File: src/rtl/ssds_pkg.sv
`timescale 1ns / 1ps

package ssds_pkg;

  // default sizes
  localparam int unsigned MAX_REQUESTS_DEF  = 32;
  localparam int unsigned CYLINDER_BITS_DEF = 16;

  // fixed field widths
  localparam int unsigned FIELD_BITS   = 16;
  localparam int unsigned SUM_BITS     = 21;
  localparam int unsigned CFG_IDX_BITS = 2;

  // configuration register indexes
  localparam logic [CFG_IDX_BITS-1:0] CFG_POLICY_MODE = 2'd0;
  localparam logic [CFG_IDX_BITS-1:0] CFG_HEAD_START  = 2'd1;

  // policy codes
  localparam logic POLICY_FCFS = 1'b0;
  localparam logic POLICY_SSTF = 1'b1;

endpackage

File: src/rtl/shortest_seek_disk_scheduler_unit.sv
`timescale 1ns / 1ps

// Disk request scheduler. Requests are loaded one item per cycle into a request
// memory; the item with batch_end set closes the batch and the block then emits
// one result per stored request, in shortest-seek-first order (ties to the earliest
// loaded request) or in load order, as policy_mode selects when batch_end arrives.
// Loading is blocked while a schedule runs. In shortest-seek mode each pick scans
// all n stored entries through the single read port of the request memory, one
// entry per cycle; in arrival-order mode each pick reads only the entry at the
// current step. Requests beyond MaxRequests are dropped and every result of
// that batch shows overflow.
module shortest_seek_disk_scheduler_unit #(
  parameter int unsigned MaxRequests  = ssds_pkg::MAX_REQUESTS_DEF,
  parameter int unsigned CylinderBits = ssds_pkg::CYLINDER_BITS_DEF
) (
  input  logic                                   clk_i,
  input  logic                                   rst_ni,
  // configuration writes
  input  logic                                   cfg_valid_i,
  output logic                                   cfg_ready_o,
  input  logic [ssds_pkg::CFG_IDX_BITS-1:0]      cfg_index_i,
  input  logic [ssds_pkg::FIELD_BITS-1:0]        cfg_data_i,
  // request items
  input  logic                                   in_valid_i,
  output logic                                   in_ready_o,
  input  logic [ssds_pkg::FIELD_BITS-1:0]        cylinder_i,
  input  logic [ssds_pkg::FIELD_BITS-1:0]        request_id_i,
  input  logic [ssds_pkg::FIELD_BITS-1:0]        process_id_i,
  input  logic                                   batch_end_i,
  // result items
  output logic                                   out_valid_o,
  input  logic                                   out_ready_i,
  output logic [ssds_pkg::FIELD_BITS-1:0]        from_cylinder_o,
  output logic [ssds_pkg::FIELD_BITS-1:0]        to_cylinder_o,
  output logic [ssds_pkg::FIELD_BITS-1:0]        seek_distance_o,
  output logic [ssds_pkg::FIELD_BITS-1:0]        served_request_id_o,
  output logic [ssds_pkg::FIELD_BITS-1:0]        served_process_id_o,
  output logic [ssds_pkg::SUM_BITS-1:0]          total_seek_o,
  output logic                                   overflow_o,
  output logic                                   last_move_o
);

  localparam int unsigned IdxW  = (MaxRequests > 1) ? $clog2(MaxRequests) : 1;
  localparam int unsigned CntW  = $clog2(MaxRequests + 1);
  localparam int unsigned FldW  = ssds_pkg::FIELD_BITS;
  localparam int unsigned SumW  = ssds_pkg::SUM_BITS;
  localparam int unsigned MemW  = CylinderBits + 2 * FldW;

  // sequencer states
  localparam logic [1:0] ST_LOAD  = 2'd0;
  localparam logic [1:0] ST_SCAN  = 2'd1;
  localparam logic [1:0] ST_DRAIN = 2'd2;
  localparam logic [1:0] ST_EMIT  = 2'd3;

  // control registers
  logic [1:0]             state_q, state_d;
  logic                   policy_q, policy_d;
  logic [FldW-1:0]        head_start_q, head_start_d;
  logic [CntW-1:0]        count_q, count_d;
  logic                   drop_q, drop_d;
  logic                   mode_q, mode_d;
  logic                   batch_drop_q, batch_drop_d;
  logic [CntW-1:0]        n_q, n_d;
  logic [CntW-1:0]        step_q, step_d;
  logic [IdxW-1:0]        scan_q, scan_d;
  logic [MaxRequests-1:0] served_q, served_d;
  logic [CylinderBits-1:0] head_q, head_d;
  logic [SumW-1:0]        sum_q, sum_d;
  logic                   rd_valid_q, rd_valid_d;
  logic                   found_q, found_d;
  logic                   out_valid_q, out_valid_d;

  // payload registers
  logic [IdxW-1:0]         rd_idx_q, rd_idx_d;
  logic [IdxW-1:0]         best_idx_q, best_idx_d;
  logic [CylinderBits-1:0] best_cyl_q, best_cyl_d;
  logic [CylinderBits-1:0] best_dist_q, best_dist_d;
  logic [FldW-1:0]         best_rid_q, best_rid_d;
  logic [FldW-1:0]         best_pid_q, best_pid_d;
  logic [FldW-1:0]         from_q, from_d;
  logic [FldW-1:0]         to_q, to_d;
  logic [FldW-1:0]         dist_q, dist_d;
  logic [FldW-1:0]         rid_q, rid_d;
  logic [FldW-1:0]         pid_q, pid_d;
  logic [SumW-1:0]         total_q, total_d;
  logic                    ovf_q, ovf_d;
  logic                    last_q, last_d;

  // request memory signals
  logic                    mem_we;
  logic [IdxW-1:0]         mem_waddr;
  logic [MemW-1:0]         mem_wdata;
  logic                    mem_re;
  logic [MemW-1:0]         mem_rdata;
  logic [CylinderBits-1:0] rd_cyl;
  logic [FldW-1:0]         rd_rid;
  logic [FldW-1:0]         rd_pid;

  logic                    in_fire;
  logic                    has_room;
  logic [IdxW-1:0]         scan_hi;
  logic [CylinderBits-1:0] cand_dist;
  logic [SumW-1:0]         sum_next;
  logic [CntW-1:0]         step_inc;

  assign cfg_ready_o = 1'b1;
  assign in_ready_o  = (state_q == ST_LOAD);
  assign in_fire     = in_valid_i && in_ready_o;
  assign has_room    = (count_q < CntW'(MaxRequests));

  // request memory: written while loading, read while scanning
  assign mem_we    = in_fire && has_room;
  assign mem_waddr = count_q[IdxW-1:0];
  assign mem_wdata = {CylinderBits'(cylinder_i), request_id_i, process_id_i};
  assign mem_re    = (state_q == ST_SCAN);

  ssds_ram #(
    .Width (MemW),
    .Depth (MaxRequests)
  ) u_req_ram (
    .clk_i   (clk_i),
    .we_i    (mem_we),
    .waddr_i (mem_waddr),
    .wdata_i (mem_wdata),
    .re_i    (mem_re),
    .raddr_i (scan_q),
    .rdata_o (mem_rdata)
  );

  assign rd_cyl = mem_rdata[MemW-1 -: CylinderBits];
  assign rd_rid = mem_rdata[2*FldW-1 -: FldW];
  assign rd_pid = mem_rdata[FldW-1:0];

  // scan window: all entries for shortest seek, the current step for arrival order
  assign scan_hi   = (mode_q == ssds_pkg::POLICY_SSTF) ? IdxW'(n_q - 1'b1) : IdxW'(step_q);
  assign cand_dist = (head_q > rd_cyl) ? (head_q - rd_cyl) : (rd_cyl - head_q);
  assign sum_next  = sum_q + SumW'(best_dist_q);
  assign step_inc  = step_q + 1'b1;

  // next-state logic
  always_comb begin
    state_d      = state_q;
    policy_d     = policy_q;
    head_start_d = head_start_q;
    count_d      = count_q;
    drop_d       = drop_q;
    mode_d       = mode_q;
    batch_drop_d = batch_drop_q;
    n_d          = n_q;
    step_d       = step_q;
    scan_d       = scan_q;
    served_d     = served_q;
    head_d       = head_q;
    sum_d        = sum_q;
    rd_valid_d   = 1'b0;
    found_d      = found_q;
    out_valid_d  = out_valid_q;
    rd_idx_d     = rd_idx_q;
    best_idx_d   = best_idx_q;
    best_cyl_d   = best_cyl_q;
    best_dist_d  = best_dist_q;
    best_rid_d   = best_rid_q;
    best_pid_d   = best_pid_q;
    from_d       = from_q;
    to_d         = to_q;
    dist_d       = dist_q;
    rid_d        = rid_q;
    pid_d        = pid_q;
    total_d      = total_q;
    ovf_d        = ovf_q;
    last_d       = last_q;

    // register writes
    if (cfg_valid_i) begin
      unique case (cfg_index_i)
        ssds_pkg::CFG_POLICY_MODE: policy_d = cfg_data_i[0];
        ssds_pkg::CFG_HEAD_START:  head_start_d = cfg_data_i;
        default: ;
      endcase
    end

    // result register drains
    if (out_valid_q && out_ready_i) begin
      out_valid_d = 1'b0;
    end

    // compare stage: keep the nearest unserved entry, earliest on a tie
    if (rd_valid_q && !served_q[rd_idx_q] && (!found_q || cand_dist < best_dist_q)) begin
      found_d     = 1'b1;
      best_idx_d  = rd_idx_q;
      best_cyl_d  = rd_cyl;
      best_dist_d = cand_dist;
      best_rid_d  = rd_rid;
      best_pid_d  = rd_pid;
    end

    unique case (state_q)
      ST_LOAD: begin
        if (in_fire) begin
          if (has_room) begin
            count_d = count_q + 1'b1;
          end else begin
            drop_d = 1'b1;
          end
          if (batch_end_i) begin
            mode_d       = policy_q;
            head_d       = CylinderBits'(head_start_q);
            sum_d        = '0;
            served_d     = '0;
            step_d       = '0;
            n_d          = has_room ? CntW'(count_q + 1'b1) : count_q;
            batch_drop_d = drop_q || !has_room;
            found_d      = 1'b0;
            scan_d       = '0;
            state_d      = ST_SCAN;
          end
        end
      end
      ST_SCAN: begin
        rd_valid_d = 1'b1;
        rd_idx_d   = scan_q;
        scan_d     = scan_q + 1'b1;
        if (scan_q == scan_hi) begin
          state_d = ST_DRAIN;
        end
      end
      ST_DRAIN: begin
        state_d = ST_EMIT;
      end
      ST_EMIT: begin
        if (!out_valid_q || out_ready_i) begin
          out_valid_d          = 1'b1;
          from_d               = FldW'(head_q);
          to_d                 = FldW'(best_cyl_q);
          dist_d               = FldW'(best_dist_q);
          rid_d                = best_rid_q;
          pid_d                = best_pid_q;
          total_d              = sum_next;
          ovf_d                = batch_drop_q;
          last_d               = (step_inc == n_q);
          head_d               = best_cyl_q;
          sum_d                = sum_next;
          served_d[best_idx_q] = 1'b1;
          step_d               = step_inc;
          found_d              = 1'b0;
          if (step_inc == n_q) begin
            count_d  = '0;
            drop_d   = 1'b0;
            served_d = '0;
            state_d  = ST_LOAD;
          end else begin
            scan_d  = (mode_q == ssds_pkg::POLICY_SSTF) ? '0 : IdxW'(step_inc);
            state_d = ST_SCAN;
          end
        end
      end
      default: state_d = ST_LOAD;
    endcase
  end

  // control state
  always_ff @(posedge clk_i or negedge rst_ni) begin
    if (!rst_ni) begin
      state_q      <= ST_LOAD;
      policy_q     <= ssds_pkg::POLICY_SSTF;
      head_start_q <= '0;
      count_q      <= '0;
      drop_q       <= 1'b0;
      mode_q       <= ssds_pkg::POLICY_SSTF;
      batch_drop_q <= 1'b0;
      n_q          <= '0;
      step_q       <= '0;
      scan_q       <= '0;
      served_q     <= '0;
      head_q       <= '0;
      sum_q        <= '0;
      rd_valid_q   <= 1'b0;
      found_q      <= 1'b0;
      out_valid_q  <= 1'b0;
    end else begin
      state_q      <= state_d;
      policy_q     <= policy_d;
      head_start_q <= head_start_d;
      count_q      <= count_d;
      drop_q       <= drop_d;
      mode_q       <= mode_d;
      batch_drop_q <= batch_drop_d;
      n_q          <= n_d;
      step_q       <= step_d;
      scan_q       <= scan_d;
      served_q     <= served_d;
      head_q       <= head_d;
      sum_q        <= sum_d;
      rd_valid_q   <= rd_valid_d;
      found_q      <= found_d;
      out_valid_q  <= out_valid_d;
    end
  end

  // datapath registers
  always_ff @(posedge clk_i) begin
    rd_idx_q    <= rd_idx_d;
    best_idx_q  <= best_idx_d;
    best_cyl_q  <= best_cyl_d;
    best_dist_q <= best_dist_d;
    best_rid_q  <= best_rid_d;
    best_pid_q  <= best_pid_d;
    from_q      <= from_d;
    to_q        <= to_d;
    dist_q      <= dist_d;
    rid_q       <= rid_d;
    pid_q       <= pid_d;
    total_q     <= total_d;
    ovf_q       <= ovf_d;
    last_q      <= last_d;
  end

  assign out_valid_o         = out_valid_q;
  assign from_cylinder_o     = from_q;
  assign to_cylinder_o       = to_q;
  assign seek_distance_o     = dist_q;
  assign served_request_id_o = rid_q;
  assign served_process_id_o = pid_q;
  assign total_seek_o        = total_q;
  assign overflow_o          = ovf_q;
  assign last_move_o         = last_q;

`ifndef NO_ASSERTIONS
  // the store never holds more than its capacity
  a_count_bound: assert property (@(posedge clk_i) disable iff (!rst_ni)
    count_q <= CntW'(MaxRequests))
    else $error("loaded count beyond capacity");

  // a pick always has a winner once its scan is done
  a_emit_found: assert property (@(posedge clk_i) disable iff (!rst_ni)
    (state_q == ST_EMIT) |-> found_q)
    else $error("emit without a selected entry");

  // one served bit per result already given in this batch
  a_served_count: assert property (@(posedge clk_i) disable iff (!rst_ni)
    (state_q != ST_LOAD) |-> ($countones(served_q) == int'(step_q)))
    else $error("served map out of step with result count");

  // reads stay inside the loaded part of the store
  a_read_loaded: assert property (@(posedge clk_i) disable iff (!rst_ni)
    rd_valid_q |-> (CntW'(rd_idx_q) < n_q))
    else $error("read of an entry beyond the batch");
`endif

endmodule

File: src/rtl/ssds_ram.sv
`timescale 1ns / 1ps

module ssds_ram #(
  parameter int unsigned Width = 48,
  parameter int unsigned Depth = 32
) (
  input  logic                                    clk_i,
  input  logic                                    we_i,
  input  logic [((Depth > 1) ? $clog2(Depth) : 1)-1:0] waddr_i,
  input  logic [Width-1:0]                        wdata_i,
  input  logic                                    re_i,
  input  logic [((Depth > 1) ? $clog2(Depth) : 1)-1:0] raddr_i,
  output logic [Width-1:0]                        rdata_o
);

  logic [Width-1:0] mem_q [Depth];
  logic [Width-1:0] rdata_q;

  // write port
  always_ff @(posedge clk_i) begin
    if (we_i) begin
      mem_q[waddr_i] <= wdata_i;
    end
  end

  // registered read port
  always_ff @(posedge clk_i) begin
    if (re_i) begin
      rdata_q <= mem_q[raddr_i];
    end
  end

  assign rdata_o = rdata_q;

endmodule

File: config.mk
export PLATFORM = sky130hd
export DESIGN_NAME = shortest_seek_disk_scheduler_unit
export DESIGN_NICKNAME = d
export VERILOG_FILES = /design/src/rtl/ssds_pkg.sv /design/src/rtl/shortest_seek_disk_scheduler_unit.sv /design/src/rtl/ssds_ram.sv
export SDC_FILE = /design/constraint.sdc
export NUM_CORES = 2
export LEC_CHECK = 0
export ABC_AREA = 1
export CORE_ASPECT_RATIO = 2
export CORE_MARGIN = 2
export CORE_UTILIZATION = 63
export DETAILED_ROUTE_END_ITERATION = 8
export DONT_BUFFER_PORTS = 1
export PLACE_DENSITY_LB_ADDON = 0.12
export SYNTH_ARGS = -nofsm -noshare
export SYNTH_HDL_FRONTEND = slang
export SYNTH_SLANG_ARGS = --single-unit
File: constraint.sdc
create_clock -name clk_i -period 8.7 [get_ports clk_i]
set_clock_uncertainty 0.1 [all_clocks]
set_input_delay 1.305 -clock clk_i [delete_from_list [all_inputs] [get_ports clk_i]]
set_output_delay 1.305 -clock clk_i [all_outputs]
set_load 0.02 [all_outputs]
==> impl_metrics.py <==
metrics = {
    "drt": {
        "first_iter_violations": 6150,
        "dr.pass1.iters": 6,
        "wire_per_inst_um": 25.97,
        "vias_per_cell": 6.452,
        "wl_um": 198000,
        "vias": 49190,
        "post-route-drc-count": 0,
        "drt.antenna.violating_nets": 0,
    },
    "final_layout": {
        "final_area_um2": 82070,
        "seq_area_um2": 55830,
        "nFillCells": 8333,
        "multi_input_area_um2": 17830,
        "num-nets-final": 6087,
        "final_util_pct": 68.49,
        "drive_gt1_share_pct": 6.046,
        "syn_to_final_growth_pct": 8.213,
    },
    "min_path": {
        "hp-class": "in -> async",
    },
    "sta": {
        "slew_viol_final": 0,
        "fin_tns_setup_ns": 0,
        "grt_setup_unrepaired": "no",
        "max_clock_freq_mhz": 193.6,
        "hold-worst-slack_ns": 0.1059,
        "hold_viol": 0,
        "worstMarginPinSlew_ns": 1.241,
        "period_share_pct": 59.36,
        "max-slew-margin-rel_pct": 16.93,
        "timing.final.crit_period_ns": 5.164,
        "setup_ws_ns": 3.536,
        "final-setup-viol-count": 0,
    },
    "floorplan": {
        "die_width_um": 249.3,
        "design.die.area_um2": 123300,
        "start_util_pct": 63.29,
        "design.core.area_um2": 119800,
        "rows": 180,
        "die_h_um": 494.7,
        "ioPinCount": 178,
    },
    "worst_setup_path": {
        "critPathKind": "reg -> reg",
        "crit_path_max_fanout": 51,
        "cp-end-kind": "flip-flop",
        "cp.required_ns": 9.01,
        "arrival_ns": 5.47,
        "worstSetupStartpointType": "flip-flop",
    },
    "cts": {
        "cts_tree": "built",
        "cts.repair.resized": 0,
        "clock-root-buffer": "clkbuf_16",
        "cts_buffers": 157,
        "clockBufferDepth": 3,
        "ctsHoldBuffers": 0,
        "clkLatencyLatePin_ns": 0.79,
        "clk_pin_slew_worst_paths_ns": 0.07,
        "cts.sinks": 1878,
        "cts_setup_buffers": 0,
        "cts-htree-levels": 4,
    },
    "yosys": {
        "synth_fa_ha_area_share_pct": 1.267,
        "ys_warn_count": 0,
        "synth_cell_types": 50,
        "yosys.area_share.simple_pct": 9.965,
        "synth_top_area_share_pct": 69.73,
        "avgSynthCellArea_um2": 12.49,
        "synth_edf_count": 1761,
        "mappedNetlistArea_um2": 75840,
        "synth_ff_type": "edfxtp_1",
        "async_flop_share_pct": 6.230,
        "synth_compound_area_share_pct": 11.49,
        "synth_cells": 6073,
        "synth_mux_area_share_pct": 0.01485,
        "yosys.area.top_type": "edfxtp_1",
        "synth_xor_xnor_area_share_pct": 0.4158,
        "seq_area_frac_synth_pct": 73.59,
        "syn_nets": 6220,
        "synth_seq_cells": 1878,
        "yosys-top-cells-area": "edfxtp_1 (70%), o21ai_0 (5.4%), nor2_1 (5.0%), dfrtp_1 (3.8%), nand2_1 (3.2%)",
        "synth_top_family_by_area": "compound AO/OA/AOI/OAI gates",
    },
    "place": {
        "place_worst_setup_slack_ns": 3.537,
        "dp_hpwl_um": 105800,
        "gp_congestion": 0.8713,
        "port_buffers": 0,
        "placed_area_um2": 76990,
    },
    "grt": {
        "antenna_found_initial": 6,
        "grt_pass1_vias": 47300,
        "grt_use_total_pct": 32.04,
        "grt_pass1_wl_um": 295200,
        "globalRouteOverflowTotal": 0,
        "grt_max_degree": 241,
    },
    "power_and_ir_drop": {
        "ir_drop_mv": 0.2599,
        "powerDensity_nw_per_um2": 308.6,
        "p_leak_nw": 28.18,
    },
    "run": {
        "drv_cap": 0,
    },
    "status": {
        "status": "finished clean",
    },
}
==> metal layers <==
| metal | GRT usage, % | up-vias | wire length [um] |
|---|---|---|---|
| li1 | - | 21740 | - |
| met1 | 44.03 | 24290 | 76490 |
| met2 | 51.03 | 2726 | 94110 |
| met3 | 5.379 | 425 | 18880 |
| met4 | 14.40 | 2 | 8502 |
| met5 | 0 | - | 12 |
==> cells by family (layout without fill, tap and decap cells) <==
group,count (synthesis),count (layout)
mux,1,1
fa+ha+maj,75,75
simple gates,1908,1908
compound gates,1606,1606
flops,1878,1878
xor+xnor,36,36
other cells,1,8
buf+inv,568,565
==> cells in the final DEF, fill, tap and decap left out, drive strengths merged, types with 2 or more instances in the layout <==
| master | count |
|---|---|
| xnor2 | 5 |
| o41ai | 21 |
| clkbuf | 203 |
| o21bai | 6 |
| dfstp | 2 |
| nand4 | 8 |
| o211ai | 17 |
| diode | 7 |
| o22ai | 365 |
| a21oi | 258 |
| dfrtp | 115 |
| nand3b | 6 |
| o21a | 2 |
| o21ai | 919 |
| nor3 | 67 |
| edfxtp | 1761 |
| a22o | 9 |
| bufinv | 13 |
| nand3 | 151 |
| a31oi | 4 |
| buf | 75 |
| nand2 | 644 |
| or2 | 2 |
| fa | 3 |
| ha | 72 |
| nor2 | 1021 |
| and2 | 7 |
| xor2 | 31 |
| nor4 | 2 |
| inv | 206 |
| clkinvlp | 7 |
| clkinv | 61 |
==> final cells by class <==
| type | count | area share, % |
|---|---|---|
| sequential | 1878 | 68.03 |
| multi-input combinational | 3627 | 21.73 |
| clock buffer | 203 | 5.190 |
| tap | 1547 | 2.359 |
| clock inverter | 86 | 0.9712 |
| inverter | 201 | 0.9666 |
| timing repair buffer | 75 | 0.7318 |
| antenna | 7 | 0.02135 |
==> flip-flops by register name, summed over array words and instances, names as in the netlist, 21 cells and up <==
name               cells
total_seek_o          21
sum_q                 21
served_q              32
u_req_ram.rdata_o     48
u_req_ram.mem_q     1536
==> through the flow <==
stage	std cells	total power, mW
5_1_grt	7623	26.56
3_5_place_dp	7328	18.41
3_3_place_gp	7328	18.31
6_report	7624	25.33
2_1_floorplan	6073	16.41
4_1_cts	7617	25.35
==> report_power, final <==
group / leakage, nW / internal (mW) / switching (mW)
clock network: 2.47 / 3.86 / 3.16
logic: 8.31 / 1.95 / 4.76
registers: 17.4 / 10.9 / 0.655
total: 28.2 / 16.7 / 8.58
==> worst paths after layout <==
check	from	end	slack [ns]	depth (start not counted)
min reg2reg	best_pid_q[8]$_DFFE_PP_	served_process_id_o[8]$_DFFE_PP_	0.32	0
max reg2reg	head_q[0]$_DFFE_PN0P_	best_rid_q[9]$_DFFE_PP_	3.54	23
max in group asynchronous	rst_ni	served_q[12]$_DFFE_PN0P_	7.95	0
max	head_q[0]$_DFFE_PN0P_	best_rid_q[9]$_DFFE_PP_	3.54	23
min in group clk_i	best_pid_q[8]$_DFFE_PP_	served_process_id_o[8]$_DFFE_PP_	0.32	0
min	rst_ni	count_q[0]$_DFFE_PN0P_	0.11	0
==> cells in the mapped netlist (all sizes together), types with 3 or more instances <==
cell type  count
nand3        151
xnor2          5
o41ai         21
inv          200
nor2        1021
nand2        644
nand3b         6
a22o           9
o21bai         6
a31oi          4
nand4          8
a21oi        258
xor2          31
dfrtp        115
o22ai        365
clkbuf       206
and2           7
ha            72
o21ai        919
edfxtp      1761
fa             3
buf          161
nor3          67
o211ai        17
==> worst max-delay path, cell delays in order, from the launching register on <==
cell     delay, ns
dfrtp_1       0.43
inv_1         0.08
ha_1          0.16
inv_1         0.05
fa_1          0.43
nand2_1       0.10
nand2_1       0.13
nand2_1       0.11
nand3_2       0.10
nand2_2       0.12
nand2_1       0.06
nand2_1       0.44
nand2_1       0.11
nand2_1       0.10
inv_1         0.06
ha_1          0.29
a21oi_1       0.16
o21ai_0       0.13
nand4_1       0.09
nand2_1       0.08
nand2_1       0.06
a21oi_1       0.08
nor2_4        0.45
buf_4         0.77
Power figures use the tool's default switching activity.
